### src/hw/rtl/tts_pkg.sv
// Package of shared types and constants for the TFTP transfer sequencer.
`default_nettype none

package tts_pkg;

	typedef enum logic [2:0] {
		PH_IDLE,
		PH_WAIT_CHUNK,
		PH_WAIT_REPLY,
		PH_WAIT_WRITE,
		PH_DONE
	} phase_t;

	localparam logic [2:0] OP_START        = 3'd0;
	localparam logic [2:0] OP_CHUNK_READ   = 3'd1;
	localparam logic [2:0] OP_PACKET       = 3'd2;
	localparam logic [2:0] OP_TIMER        = 3'd3;
	localparam logic [2:0] OP_WRITE_RESULT = 3'd4;

	localparam logic [2:0] SK_NONE  = 3'd0;
	localparam logic [2:0] SK_DATA  = 3'd1;
	localparam logic [2:0] SK_ACK   = 3'd2;
	localparam logic [2:0] SK_OACK  = 3'd3;
	localparam logic [2:0] SK_ERROR = 3'd4;

	localparam logic [2:0] ST_RUNNING     = 3'd0;
	localparam logic [2:0] ST_SUCCESS     = 3'd1;
	localparam logic [2:0] ST_LOCAL_ERROR = 3'd2;
	localparam logic [2:0] ST_TIMEOUT     = 3'd3;
	localparam logic [2:0] ST_PEER_ERROR  = 3'd4;

	localparam logic [3:0] ERR_UNDEFINED = 4'd0;
	localparam logic [3:0] ERR_NOT_FOUND = 4'd1;
	localparam logic [3:0] ERR_DISK_FULL = 4'd3;

	localparam logic [15:0] OPC_DATA  = 16'd3;
	localparam logic [15:0] OPC_ACK   = 16'd4;
	localparam logic [15:0] OPC_ERROR = 16'd5;

	localparam int CFG_INDEX_W = 3;
	localparam int CFG_DATA_W  = 16;

	localparam logic [CFG_INDEX_W-1:0] CFG_WRITE_DIRECTION = 3'd0;
	localparam logic [CFG_INDEX_W-1:0] CFG_BLOCK_SIZE      = 3'd1;
	localparam logic [CFG_INDEX_W-1:0] CFG_OPTION_ACK      = 3'd2;
	localparam logic [CFG_INDEX_W-1:0] CFG_RETRY_LIMIT     = 3'd3;
	localparam logic [CFG_INDEX_W-1:0] CFG_INITIAL_TIMEOUT = 3'd4;
	localparam logic [CFG_INDEX_W-1:0] CFG_TIMEOUT_STEP    = 3'd5;

	localparam logic [15:0] RST_BLOCK_SIZE      = 16'd512;
	localparam logic [7:0]  RST_RETRY_LIMIT     = 8'd12;
	localparam logic [15:0] RST_INITIAL_TIMEOUT = 16'd100;
	localparam logic [15:0] RST_TIMEOUT_STEP    = 16'd150;

	typedef struct packed {
		logic        write_direction;
		logic [15:0] block_size;
		logic        option_ack;
		logic [7:0]  retry_limit;
		logic [15:0] initial_timeout;
		logic [15:0] timeout_step;
	} cfg_t;

	typedef struct packed {
		logic [2:0]  operation;
		logic        open_failed;
		logic [15:0] chunk_length;
		logic        read_failed;
		logic [15:0] packet_opcode;
		logic [15:0] packet_block;
		logic [15:0] payload_length;
		logic        packet_short;
		logic        write_ok;
	} item_t;

	typedef struct packed {
		logic [2:0]  send_kind;
		logic [15:0] send_block;
		logic [15:0] send_length;
		logic [3:0]  error_code;
		logic        fetch_chunk;
		logic        store_payload;
		logic [15:0] store_length;
		logic        arm_timer;
		logic [15:0] timer_value;
		logic        finished;
		logic [2:0]  status;
		logic [15:0] peer_error;
	} result_t;

endpackage

`default_nettype wire

### src/hw/rtl/tts_cfg_regs.sv
// Configuration register file of the TFTP transfer sequencer.
`default_nettype none

module tts_cfg_regs (
	input  wire logic                             clk,
	input  wire logic                             arst_n,
	input  wire logic                             cfg_valid,
	output logic                                  cfg_ready,
	input  wire logic [tts_pkg::CFG_INDEX_W-1:0]  cfg_index,
	input  wire logic [tts_pkg::CFG_DATA_W-1:0]   cfg_data,
	output tts_pkg::cfg_t                         cfg
);

	tts_pkg::cfg_t cfg_q;

	assign cfg_ready = 1'b1;
	assign cfg       = cfg_q;

	always_ff @(posedge clk or negedge arst_n) begin
		if (!arst_n) begin
			cfg_q.write_direction <= 1'b0;
			cfg_q.block_size      <= tts_pkg::RST_BLOCK_SIZE;
			cfg_q.option_ack      <= 1'b0;
			cfg_q.retry_limit     <= tts_pkg::RST_RETRY_LIMIT;
			cfg_q.initial_timeout <= tts_pkg::RST_INITIAL_TIMEOUT;
			cfg_q.timeout_step    <= tts_pkg::RST_TIMEOUT_STEP;
		end else if (cfg_valid && cfg_ready) begin
			case (cfg_index)
				tts_pkg::CFG_WRITE_DIRECTION: cfg_q.write_direction <= cfg_data[0];
				tts_pkg::CFG_BLOCK_SIZE:      cfg_q.block_size      <= cfg_data;
				tts_pkg::CFG_OPTION_ACK:      cfg_q.option_ack      <= cfg_data[0];
				tts_pkg::CFG_RETRY_LIMIT:     cfg_q.retry_limit     <= cfg_data[7:0];
				tts_pkg::CFG_INITIAL_TIMEOUT: cfg_q.initial_timeout <= cfg_data;
				tts_pkg::CFG_TIMEOUT_STEP:    cfg_q.timeout_step    <= cfg_data;
				default: ;
			endcase
		end
	end

endmodule

`default_nettype wire

### src/hw/rtl/tts_engine.sv
// Transfer state registers and the per-event decision logic.
`default_nettype none

module tts_engine (
	input  wire logic            clk,
	input  wire logic            arst_n,
	input  wire tts_pkg::cfg_t   cfg,
	input  wire logic            step,
	input  wire tts_pkg::item_t  item,
	output tts_pkg::result_t     res
);

	tts_pkg::phase_t phase_q, phase_d;
	logic [15:0] next_block_q, next_block_d;
	logic        last_q, last_d;
	logic [7:0]  retries_q, retries_d;
	logic [15:0] wait_q, wait_d;
	logic [2:0]  sent_kind_q, sent_kind_d;
	logic [15:0] sent_block_q, sent_block_d;
	logic [15:0] sent_length_q, sent_length_d;
	logic [15:0] pending_q, pending_d;

	logic [15:0] chunk_len;
	logic [15:0] pay_len;
	logic [16:0] wait_sum;
	logic [15:0] wait_grown;
	logic [15:0] prev_block;

	always_ff @(posedge clk or negedge arst_n) begin
		if (!arst_n) begin
			phase_q       <= tts_pkg::PH_IDLE;
			next_block_q  <= 16'd1;
			last_q        <= 1'b0;
			retries_q     <= tts_pkg::RST_RETRY_LIMIT;
			wait_q        <= tts_pkg::RST_INITIAL_TIMEOUT;
			sent_kind_q   <= tts_pkg::SK_NONE;
			sent_block_q  <= 16'd0;
			sent_length_q <= 16'd0;
			pending_q     <= 16'd0;
		end else if (step) begin
			phase_q       <= phase_d;
			next_block_q  <= next_block_d;
			last_q        <= last_d;
			retries_q     <= retries_d;
			wait_q        <= wait_d;
			sent_kind_q   <= sent_kind_d;
			sent_block_q  <= sent_block_d;
			sent_length_q <= sent_length_d;
			pending_q     <= pending_d;
		end
	end

	assign chunk_len  = (item.chunk_length > cfg.block_size) ? cfg.block_size
	                                                          : item.chunk_length;
	assign pay_len    = (item.payload_length > cfg.block_size) ? cfg.block_size
	                                                            : item.payload_length;
	assign wait_sum   = {1'b0, wait_q} + {1'b0, cfg.timeout_step};
	assign wait_grown = wait_sum[16] ? 16'hFFFF : wait_sum[15:0];
	assign prev_block = next_block_q - 16'd1;

	always_comb begin
		res           = '0;
		phase_d       = phase_q;
		next_block_d  = next_block_q;
		last_d        = last_q;
		retries_d     = retries_q;
		wait_d        = wait_q;
		sent_kind_d   = sent_kind_q;
		sent_block_d  = sent_block_q;
		sent_length_d = sent_length_q;
		pending_d     = pending_q;

		case (item.operation)
			tts_pkg::OP_START: begin
				next_block_d = 16'd1;
				last_d       = 1'b0;
				pending_d    = 16'd0;
				if (item.open_failed) begin
					res.send_kind  = tts_pkg::SK_ERROR;
					res.error_code = tts_pkg::ERR_NOT_FOUND;
					res.finished   = 1'b1;
					res.status     = tts_pkg::ST_LOCAL_ERROR;
					phase_d        = tts_pkg::PH_DONE;
				end else if (cfg.option_ack || cfg.write_direction) begin
					sent_kind_d     = cfg.option_ack ? tts_pkg::SK_OACK : tts_pkg::SK_ACK;
					sent_block_d    = 16'd0;
					sent_length_d   = 16'd0;
					retries_d       = cfg.retry_limit;
					wait_d          = cfg.initial_timeout;
					res.send_kind   = sent_kind_d;
					res.arm_timer   = 1'b1;
					res.timer_value = cfg.initial_timeout;
					phase_d         = tts_pkg::PH_WAIT_REPLY;
				end else begin
					res.fetch_chunk = 1'b1;
					phase_d         = tts_pkg::PH_WAIT_CHUNK;
				end
			end
			tts_pkg::OP_CHUNK_READ: begin
				if (phase_q == tts_pkg::PH_WAIT_CHUNK) begin
					if (item.read_failed) begin
						res.send_kind  = tts_pkg::SK_ERROR;
						res.error_code = tts_pkg::ERR_UNDEFINED;
						res.finished   = 1'b1;
						res.status     = tts_pkg::ST_LOCAL_ERROR;
						phase_d        = tts_pkg::PH_DONE;
					end else begin
						last_d          = (chunk_len != cfg.block_size);
						sent_kind_d     = tts_pkg::SK_DATA;
						sent_block_d    = next_block_q;
						sent_length_d   = chunk_len;
						retries_d       = cfg.retry_limit;
						wait_d          = cfg.initial_timeout;
						res.send_kind   = tts_pkg::SK_DATA;
						res.send_block  = next_block_q;
						res.send_length = chunk_len;
						res.arm_timer   = 1'b1;
						res.timer_value = cfg.initial_timeout;
						phase_d         = tts_pkg::PH_WAIT_REPLY;
						next_block_d    = next_block_q + 16'd1;
					end
				end
			end
			tts_pkg::OP_PACKET: begin
				if (phase_q == tts_pkg::PH_WAIT_REPLY) begin
					if (item.packet_short) begin
						res.arm_timer   = 1'b1;
						res.timer_value = wait_q;
					end else if (item.packet_opcode == tts_pkg::OPC_ERROR) begin
						res.peer_error = item.packet_block;
						res.finished   = 1'b1;
						res.status     = tts_pkg::ST_PEER_ERROR;
						phase_d        = tts_pkg::PH_DONE;
					end else if (!cfg.write_direction &&
					             item.packet_opcode == tts_pkg::OPC_ACK &&
					             item.packet_block == prev_block) begin
						if (last_q) begin
							res.finished = 1'b1;
							res.status   = tts_pkg::ST_SUCCESS;
							phase_d      = tts_pkg::PH_DONE;
						end else begin
							res.fetch_chunk = 1'b1;
							phase_d         = tts_pkg::PH_WAIT_CHUNK;
						end
					end else if (cfg.write_direction &&
					             item.packet_opcode == tts_pkg::OPC_DATA) begin
						if (item.packet_block == next_block_q) begin
							pending_d         = pay_len;
							res.store_payload = 1'b1;
							res.store_length  = pay_len;
							phase_d           = tts_pkg::PH_WAIT_WRITE;
						end else begin
							res.send_kind   = sent_kind_q;
							res.send_block  = sent_block_q;
							res.send_length = sent_length_q;
							res.arm_timer   = 1'b1;
							res.timer_value = wait_q;
						end
					end else begin
						res.arm_timer   = 1'b1;
						res.timer_value = wait_q;
					end
				end
			end
			tts_pkg::OP_TIMER: begin
				if (phase_q == tts_pkg::PH_WAIT_REPLY) begin
					if (retries_q <= 8'd1) begin
						retries_d    = 8'd0;
						res.finished = 1'b1;
						res.status   = tts_pkg::ST_TIMEOUT;
						phase_d      = tts_pkg::PH_DONE;
					end else begin
						retries_d       = retries_q - 8'd1;
						wait_d          = wait_grown;
						res.send_kind   = sent_kind_q;
						res.send_block  = sent_block_q;
						res.send_length = sent_length_q;
						res.arm_timer   = 1'b1;
						res.timer_value = wait_grown;
					end
				end
			end
			tts_pkg::OP_WRITE_RESULT: begin
				if (phase_q == tts_pkg::PH_WAIT_WRITE) begin
					if (!item.write_ok) begin
						res.send_kind  = tts_pkg::SK_ERROR;
						res.error_code = tts_pkg::ERR_DISK_FULL;
						res.finished   = 1'b1;
						res.status     = tts_pkg::ST_LOCAL_ERROR;
						phase_d        = tts_pkg::PH_DONE;
					end else begin
						last_d         = (pending_q != cfg.block_size);
						sent_kind_d    = tts_pkg::SK_ACK;
						sent_block_d   = next_block_q;
						sent_length_d  = 16'd0;
						retries_d      = cfg.retry_limit;
						wait_d         = cfg.initial_timeout;
						res.send_kind  = tts_pkg::SK_ACK;
						res.send_block = next_block_q;
						next_block_d   = next_block_q + 16'd1;
						if (pending_q != cfg.block_size) begin
							res.finished = 1'b1;
							res.status   = tts_pkg::ST_SUCCESS;
							phase_d      = tts_pkg::PH_DONE;
						end else begin
							res.arm_timer   = 1'b1;
							res.timer_value = cfg.initial_timeout;
							phase_d         = tts_pkg::PH_WAIT_REPLY;
						end
					end
				end
			end
			default: ;
		endcase
	end

	a_status_marks_end: assert property (@(posedge clk) disable iff (!arst_n)
		res.finished == (res.status != tts_pkg::ST_RUNNING))
		else $error("status and finished disagree");

	a_fetch_enters_wait_chunk: assert property (@(posedge clk) disable iff (!arst_n)
		step && res.fetch_chunk |=> phase_q == tts_pkg::PH_WAIT_CHUNK)
		else $error("chunk request without waiting for chunk");

	a_timer_means_wait_reply: assert property (@(posedge clk) disable iff (!arst_n)
		step && res.arm_timer |=> phase_q == tts_pkg::PH_WAIT_REPLY)
		else $error("timer armed outside reply wait");

	a_finish_enters_done: assert property (@(posedge clk) disable iff (!arst_n)
		step && res.finished |=> phase_q == tts_pkg::PH_DONE)
		else $error("transfer ended without done phase");

endmodule

`default_nettype wire

### src/hw/rtl/tftp_transfer_sequencer.sv
// Top level of the TFTP transfer sequencer: input register, engine, result register.
//
// Each event word yields exactly one result word. It is first held in the
// input register; the decision logic then writes the result register and
// the transfer state at the same edge, once the result is free. A new event
// word is taken every cycle while results are taken; a result held by a low
// out_ready stalls the input register, and in_ready drops once both
// registers are full. Configuration writes are accepted every cycle.
`default_nettype none

module tftp_transfer_sequencer (
	input  wire logic                             clk,
	input  wire logic                             arst_n,
	input  wire logic                             cfg_valid,
	output logic                                  cfg_ready,
	input  wire logic [tts_pkg::CFG_INDEX_W-1:0]  cfg_index,
	input  wire logic [tts_pkg::CFG_DATA_W-1:0]   cfg_data,
	input  wire logic                             in_valid,
	output logic                                  in_ready,
	input  wire logic [2:0]                       operation,
	input  wire logic                             open_failed,
	input  wire logic [15:0]                      chunk_length,
	input  wire logic                             read_failed,
	input  wire logic [15:0]                      packet_opcode,
	input  wire logic [15:0]                      packet_block,
	input  wire logic [15:0]                      payload_length,
	input  wire logic                             packet_short,
	input  wire logic                             write_ok,
	output logic                                  out_valid,
	input  wire logic                             out_ready,
	output logic [2:0]                            send_kind,
	output logic [15:0]                           send_block,
	output logic [15:0]                           send_length,
	output logic [3:0]                            error_code,
	output logic                                  fetch_chunk,
	output logic                                  store_payload,
	output logic [15:0]                           store_length,
	output logic                                  arm_timer,
	output logic [15:0]                           timer_value,
	output logic                                  finished,
	output logic [2:0]                            status,
	output logic [15:0]                           peer_error
);

	tts_pkg::cfg_t    cfg;
	tts_pkg::item_t   item_in;
	tts_pkg::item_t   item_s1;
	logic             valid_s1;
	tts_pkg::result_t res;
	tts_pkg::result_t res_q;
	logic             out_valid_q;
	logic             advance;

	tts_cfg_regs u_cfg (
		.clk       (clk),
		.arst_n    (arst_n),
		.cfg_valid (cfg_valid),
		.cfg_ready (cfg_ready),
		.cfg_index (cfg_index),
		.cfg_data  (cfg_data),
		.cfg       (cfg)
	);

	assign item_in.operation      = operation;
	assign item_in.open_failed    = open_failed;
	assign item_in.chunk_length   = chunk_length;
	assign item_in.read_failed    = read_failed;
	assign item_in.packet_opcode  = packet_opcode;
	assign item_in.packet_block   = packet_block;
	assign item_in.payload_length = payload_length;
	assign item_in.packet_short   = packet_short;
	assign item_in.write_ok       = write_ok;

	assign advance  = valid_s1 && (!out_valid_q || out_ready);
	assign in_ready = !valid_s1 || advance;

	always_ff @(posedge clk or negedge arst_n) begin
		if (!arst_n) begin
			valid_s1 <= 1'b0;
		end else if (in_valid && in_ready) begin
			valid_s1 <= 1'b1;
		end else if (advance) begin
			valid_s1 <= 1'b0;
		end
	end

	always_ff @(posedge clk) begin
		if (in_valid && in_ready) begin
			item_s1 <= item_in;
		end
	end

	tts_engine u_engine (
		.clk    (clk),
		.arst_n (arst_n),
		.cfg    (cfg),
		.step   (advance),
		.item   (item_s1),
		.res    (res)
	);

	always_ff @(posedge clk or negedge arst_n) begin
		if (!arst_n) begin
			out_valid_q <= 1'b0;
		end else if (advance) begin
			out_valid_q <= 1'b1;
		end else if (out_ready) begin
			out_valid_q <= 1'b0;
		end
	end

	always_ff @(posedge clk) begin
		if (advance) begin
			res_q <= res;
		end
	end

	assign out_valid     = out_valid_q;
	assign send_kind     = res_q.send_kind;
	assign send_block    = res_q.send_block;
	assign send_length   = res_q.send_length;
	assign error_code    = res_q.error_code;
	assign fetch_chunk   = res_q.fetch_chunk;
	assign store_payload = res_q.store_payload;
	assign store_length  = res_q.store_length;
	assign arm_timer     = res_q.arm_timer;
	assign timer_value   = res_q.timer_value;
	assign finished      = res_q.finished;
	assign status        = res_q.status;
	assign peer_error    = res_q.peer_error;

	a_stalled_word_held: assert property (@(posedge clk) disable iff (!arst_n)
		valid_s1 && !advance |=> valid_s1 && $stable(item_s1))
		else $error("stalled event word lost");

	a_result_held: assert property (@(posedge clk) disable iff (!arst_n)
		out_valid_q && !out_ready |=> out_valid_q && $stable(res_q))
		else $error("pending result word changed");

	a_ready_when_free: assert property (@(posedge clk) disable iff (!arst_n)
		!out_valid_q |-> in_ready)
		else $error("input stalled with empty result register");

endmodule

`default_nettype wire
### config.mk
export PLATFORM = sky130hd
export DESIGN_NAME = tftp_transfer_sequencer
export DESIGN_NICKNAME = d
export VERILOG_FILES = /design/src/hw/rtl/tts_pkg.sv /design/src/hw/rtl/tts_cfg_regs.sv /design/src/hw/rtl/tts_engine.sv /design/src/hw/rtl/tftp_transfer_sequencer.sv
export SDC_FILE = /design/constraint.sdc
export NUM_CORES = 1
export LEC_CHECK = 0
export ABC_AREA = 1
export BUFFER_PORTS_ARGS = -buffer_cell sky130_fd_sc_hd__buf_2
export CAP_MARGIN = 5
export CORE_MARGIN = 10
export CORE_UTILIZATION = 40
export DETAILED_ROUTE_END_ITERATION = 6
export PLACE_DENSITY_LB_ADDON = 0.08
export SYNTH_ARGS = -nofsm -noshare
export SYNTH_HDL_FRONTEND = slang
export SYNTH_SLANG_ARGS = --single-unit
### constraint.sdc
create_clock -name clk -period 10.1 [get_ports clk]
set_input_delay 1.01 -clock clk [delete_from_list [all_inputs] [get_ports clk]]
set_output_delay 1.01 -clock clk [all_outputs]
set_load 0.005 [all_outputs]
==> metrics.cfg, run 1 <==
[logic_synthesis]
synth-edff-count=163
synthDistinctLibCells=54
synthArstFlopShare=0.486
netlist_instances=1735
synth_top_area_share=0.308
avgSynthCellArea_um2=9.16
synth_area_leaders=edfxtp_1, dfrtp_1, nand2_1
synth_area_leader_cell=edfxtp_1
synth_common_cells=nand2_1, inv_1, edfxtp_1, nand3_1, o21ai_0
synth.most_common_cell=nand2_1
ys_seq_area_frac=0.552
yosysWarnings=0
syn-cell-area_mm2=0.0159
synth_flop_cell=edfxtp_1
synth-seq-cells=317

[place]
dpl.hpwl_mm=33.9
io_buffers=188
gp_congestion=0.834
pre_cts_slack_ps=6340
dpl_cell_area_mm2=0.0173
placed_cells=2396

[cts]
cts_root_buffer=clkbuf_16
post_cts_buffers=0
cts_buffers=38
cts_buffer_depth=3
clkTransAtPathRegs_ps=60
cts.sinks=317
cts_tree=done
cts-resized-gates=0
htreeDepth=2
cts_hold_buf=0
clk_latency_ps=550

[power_and_ir_drop]
p_total_mw=4.26
ir_worst_vdd_v=0.000123
p_per_area_mw_per_mm2=229
p_leak_nw=8.43

[sta]
fin_skew_ps=18.0
relSlewSlack=0.282
setup_tns_ps=0
hold_viol_final=0
fin_ws_ps=6800
finalSetupViolations=0
min_period_ps=3300
drv_slew=0
worstMarginPinSlew_ps=1070
fmax_mhz=303
period_share=0.327
whs_ps=486
grt_setup_unrepaired=no

[global_route]
grt.total_usage=0.197
grt_pass1_vias=12906
antenna_found_initial=0
grt_pass1_wl_mm=73.6
grt_max_degree=81
overflow=0

[setup_path]
path_class=reg -> reg
crit_fanout=46
cp_data_arrival_time_ps=3780
cp_data_required_time_ps=10580
startpoint_type=flop
endpoint_kind=flop

[die]
core_area_mm2=0.0389
fp.dieW_um=219
dieHeight_um=219
initial_core_util=0.408
dieArea_mm2=0.0481
num_io_pins=192
rows=72

[route]
ant_nets=0
drc=0
viasPerCell=5.16
drt_wl_total_mm=47.2
drt-initial-drc-count=1040
wl_per_cell_um=19.2
vias=12722
dr.pass1.iters=7

[worst_hold_path]
min_path_type=reg -> reg

[layout]
utilization=0.479
layout-drive-gt1-share=0.174
nets=2066
antenna_cells=0
syn_to_final_growth_pct=17.4
finalNonFillerCells=2465
final_area_mm2=0.0187
nFillCells=3876

[flow_run]
drv_cap=0

[run_status]
status=finished, final reports clean

==> sequential cells by signal, summed over array words and instances, names as in the netlist, 8 cells and up <==
name / cells
item_s1: 71
u_cfg.cfg: 58
peer_error: 16
send_block: 16
send_length: 16
store_length: 16
timer_value: 16
u_engine.next_block_q: 16
u_engine.pending_q: 16
u_engine.sent_block_q: 16
u_engine.sent_length_q: 16
u_engine.wait_q: 16
u_engine.retries_q: 8
==> worst max-delay path, stage by stage, from the launching register on <==
cell	delay [ps]
dfstp_2	610
inv_1	110
ha_1	310
nand3_1	80
nor3_1	330
nand3_1	150
nand2_1	390
buf_4	450
nand3_1	120
nand2_1	100
nor2_1	40
nand2_1	110
nor2_1	70
nand2_1	90
nand2_1	80
nand2_1	70
nand2_1	50
nand2_1	60
==> logic make-up after synthesis <==
kind of cell / after synthesis / synth area share
simple gates: 735 / 0.204
compound gates: 304 / 0.108
flops: 317 / 0.552
buf+inv: 277 / 0.0680
other cells: 2 / 0.000473
xor+xnor: 47 / 0.0259
fa+ha+maj: 53 / 0.0422
==> cell usage in the layout, fill, tap and decap left out, types with 5 or more instances in the layout <==
cell       count
a21oi_1       53
dfrtp_1      138
o221ai_1      13
clkbuf_8       8
nor2_1       147
clkbuf_16     42
o21ai_0      159
xor2_1        24
buf_4         11
nand2_1      344
clkbuf_1       5
o22ai_1       34
nand4_1       14
ha_1          52
inv_2         15
clkinv_2       7
o211ai_1       7
nand3_1      159
or2_2          7
edfxtp_1     163
o21ai_1       13
dfstp_2       16
xnor2_1       23
inv_1        204
buf_2        187
nand2_2        9
nor2_2         9
nor3_1        22
==> final cells by class <==
class | instances | area, um^2 | share of cell area
Tap cell | 518 | 648 | 0.0347
Sequential cell | 317 | 8770 | 0.470
Multi-Input combinational cell | 1142 | 6060 | 0.325
Clock buffer | 55 | 1180 | 0.0632
Inverter | 220 | 826 | 0.0443
Timing Repair Buffer | 199 | 1030 | 0.0552
Clock inverter | 14 | 149 | 0.00798
==> power by group <==
part | switching [mW] | leakage (nW) | internal, mW
sequential | 0.171 | 3.57 | 1.59
combinational | 0.678 | 4.20 | 0.386
clock | 0.550 | 0.658 | 0.888
total | 1.40 | 8.43 | 2.87
==> layer usage <==
| layer | GRT usage | wire [um] | part of all wire | vias up |
|---|---|---|---|---|
| met4 | 0.0575 | 1110 | 0.024 | 0 |
| met5 | 0 | 0 | 0 | - |
| met2 | 0.326 | 22500 | 0.48 | 385 |
| met1 | 0.252 | 20600 | 0.44 | 6067 |
| met3 | 0.0453 | 3020 | 0.064 | 68 |
| li1 | - | - | - | 6202 |
==> worst paths after layout <==
check	from	end	slack, ps	depth (start not counted)
setup / recovery	u_cfg.cfg[50]	u_engine.last_q	6800	17
hold / removal	u_cfg.cfg[33]	u_cfg.cfg[33]	490	2
setup reg to reg	u_cfg.cfg[50]	u_engine.last_q	6800	17
hold reg to reg	u_cfg.cfg[33]	u_cfg.cfg[33]	490	2
max in group asynchronous	arst_n	u_engine.retries_q[1]	8010	2
min in group asynchronous	arst_n	u_engine.sent_length_q[8]	530	1
Note: power is estimated with default switching activity, not from simulation.
==> inputs of run 2 (changes only) <==
--- a/config.mk
+++ b/config.mk
@@ -5,7 +5,7 @@
 export SDC_FILE = /design/constraint.sdc
 export NUM_CORES = 1
 export LEC_CHECK = 0
-export ABC_AREA = 1
+export ABC_AREA = 0
 export BUFFER_PORTS_ARGS = -buffer_cell sky130_fd_sc_hd__buf_2
 export CAP_MARGIN = 5
 export CORE_MARGIN = 10
==> constraint.sdc (replaced) <==
create_clock -name clk -period 3.3 [get_ports clk]
set_input_delay 0.33 -clock clk [delete_from_list [all_inputs] [get_ports clk]]
set_output_delay 0.33 -clock clk [all_outputs]
set_load 0.005 [all_outputs]
==> run 2 against run 1 <==
Clock skew rose by 12 ps. Sequential share of layout area fell by 2.0 points. Utilization rose by 2.6 points. Non-clock buffer count rose by 140. Critical path type unchanged. Critical endpoint is now arm_timer. Largest cell class unchanged. Largest power group unchanged.
==> metrics.cfg, run 2 <==
[sta]
relSlewSlack=0.409  ; +0.128
grt_setup_unrepaired=yes
fmax_mhz=312  ; +3.1%
drv_slew=0  ; unchanged
worstMarginPinSlew_ps=885  ; -189 ps
fin_ws_ps=96.7  ; -6700 ps
finalSetupViolations=0  ; unchanged
fin_skew_ps=29.8  ; +11.8 ps
hold_viol_final=0  ; unchanged
setup_tns_ps=0  ; unchanged
min_period_ps=3200  ; -97.8 ps
period_share=0.971  ; +0.644
whs_ps=46.9  ; -439 ps

[cts]
cts_buffer_depth=3  ; unchanged
cts_buffers=36  ; -5.3%
cts.sinks=317  ; unchanged
clkTransAtPathRegs_ps=60  ; about the same
cts_tree=done
cts_root_buffer=clkbuf_16
htreeDepth=2  ; unchanged
clk_latency_ps=570  ; +20 ps

[logic_synthesis]
syn-cell-area_mm2=0.0155  ; -2.2%
synth_area_leaders=edfxtp_1, dfrtp_1, o21ai_0
netlist_instances=1399  ; -19%
avgSynthCellArea_um2=11.1  ; +21%
synthDistinctLibCells=70  ; +30%
synthArstFlopShare=0.486  ; unchanged
synth_flop_cell=edfxtp_1
synth-seq-cells=317  ; unchanged
synth_area_leader_cell=edfxtp_1
synthAdderAreaFrac=0.0432  ; +0.000941
ys_seq_area_frac=0.564  ; +0.0123
synth_top_area_share=0.315  ; +0.00687
synth-compound-area-share=0.124  ; +0.0159
synth_common_cells=edfxtp_1, nand2_1, dfrtp_1, o21ai_0, nor2_1
synth-edff-count=163  ; unchanged
synth_top_family_by_area=simple AND/OR/NAND/NOR gates
yosysWarnings=0  ; unchanged
synth_mux_area_frac=0.0552  ; +0.0552
synth-simple-area-share=0.144  ; -0.0597
synth.most_common_cell=edfxtp_1
synthXorXnorAreaFrac=0.0417  ; +0.0158

[global_route]
grt_max_degree=79  ; -2.5%
overflow=0  ; unchanged
grt_pass1_vias=12103  ; -6.2%
antenna_found_initial=1  ; +1
grt_pass1_wl_mm=71.4  ; -2.9%
grt.total_usage=0.194  ; -0.00336

[layout]
largest_register_ffs=71  ; unchanged
layout_common_cells=buf_2, edfxtp_1, nand2_1
largest-register=item_s1
final_common_cell=buf_2
syn_to_final_growth_pct=25.3
layout-drive-gt1-share=0.237  ; +0.0633
nets=1855  ; -10%
utilization=0.505  ; +0.0258

[setup_path]
startpoint=u_engine.next_block_q[1]
critical_path.endpoint=arm_timer
ff2ff_setup_slack_ps=100  ; -6700 ps
r2r_cells=11  ; -6
cp_top_family=simple AND/OR/NAND/NOR gates
startpoint_type=flop
crit_chain=inv_1 -> ha_2 -> nor3b_4 -> nand2_2 -> or4b_4 -> a2111oi_4 -> o2111ai_2 -> o211a_1 -> o21ba_1 -> buf_12 -> or3b_1
cp.depth=11  ; -6
path_class=reg -> reg
cp_data_required_time_ps=3590  ; -6990 ps
crit_fanout=14  ; -70%
crit_path_max_incr_delay_ps=500  ; -110 ps
slowest_stage=or4b_4
endpoint_kind=flop
crit_buf_inv=2  ; unchanged
cp_data_arrival_time_ps=3490  ; -290 ps
r2r_start=u_engine.next_block_q[1]
rr_endpoint=arm_timer

[die]
dieArea_mm2=0.0471  ; -2.0%
initial_core_util=0.403  ; -0.00517
core_area_mm2=0.0386  ; -0.93%
dieHeight_um=217  ; -1.0%
fp.dieW_um=217  ; -1.0%
num_io_pins=192  ; unchanged
rows=72  ; unchanged

[route]
drt_wl_total_mm=45.9  ; -2.9%
drt-initial-drc-count=694  ; -33%
vias=11781  ; -7.4%
dr.pass1.iters=6  ; -1
drc=0  ; unchanged
ant_nets=0  ; unchanged
wl_per_cell_um=20.3  ; +6.2%
viasPerCell=5.23  ; +1.3%

[power_and_ir_drop]
p_per_area_mw_per_mm2=644  ; +180%
ir_worst_vdd_v=0.000468  ; +280%
p_leak_nw=8.40  ; -0.35%

[worst_hold_path]
min_path_type=in -> reg

[run_status]
status=finished, final reports clean

[flow_run]
drv_cap=0  ; unchanged

[place]
pre_cts_slack_ps=68.5  ; -6270 ps
dpl.hpwl_mm=32.9  ; -2.7%
io_buffers=188  ; unchanged
gp_congestion=0.863  ; +3.5%

[run 2: report_power, final]
part           switching [mW]  total (mW)  internal, mW
Clock                    1.67        3.99          2.32
Combinational            1.89        3.38          1.49
Sequential              0.405        5.18          4.77
Total                    3.96        12.5          8.58
[run 2: logic make-up (layout without fill, tap and decap cells)]
logic type | count (synthesis) | in the layout
DFF | 317 | 317
xor gates and xnor gates | 74 | 74
and+or+nand+nor | 466 | 466
adders and majority gates | 53 | 53
other | 2 | 4
buffers and inverters | 106 | 441
muxes | 80 | 80
AOI/OAI and AO/OA | 301 | 301
[run 2: area by class of cell]
type,instances,area [um^2]
Tap cell,518,648
Timing Repair Buffer,339,2310
Clock inverter,15,143
Inverter,36,135
Multi-Input combinational cell,977,6450
Antenna cell,1,2.50
Clock buffer,51,1020
Sequential cell,317,8770
Fill cell,3611,19100
[run 2: how the worst min path moves through the flow]
stage	end	start	cells after the start
global route	u_cfg.cfg[11]	cfg_data[11]	2
CTS	u_cfg.cfg[11]	cfg_data[11]	2
floorplan	out_valid	arst_n	0
global placement	u_engine.sent_block_q[10]	arst_n	1
finish	u_cfg.cfg[11]	cfg_data[11]	2
detailed placement	u_engine.sent_block_q[10]	arst_n	1
[run 2: metal layers]
metal | wire [um] | GRT usage | vias up
li1 | - | - | 5676
met1 | 20400 | 0.252 | 5753
met2 | 22100 | 0.317 | 294
met3 | 2280 | 0.0383 | 58
met4 | 1100 | 0.0657 | 0
met5 | 0 | 0 | -
[run 2: repair_timing]
action	CTS	global route
hold buffers	73	0
resized for setup	0	10
endpoints found under the setup margin	0	16
endpoints found under the hold margin	143	0
setup buffers	0	0
[run 2: through the flow]
stage,std cells,power (mW),instance area [um^2]
floorplan,1400,7.36,15600
global placement,2114,8.46,17500
detailed placement,2114,8.51,17500
CTS,2253,12.6,19400
global route,2253,13.3,19500
finish,2254,12.5,19500
[run 2: worst reg2reg max path, cell delays in order (launching register included)]
cell	delay, ps
dfrtp_1	390
inv_1	80
ha_2	180
nor3b_4	190
nand2_2	80
or4b_4	500
a2111oi_4	320
o2111ai_2	200
o211a_1	290
o21ba_1	210
buf_12	160
or3b_1	360
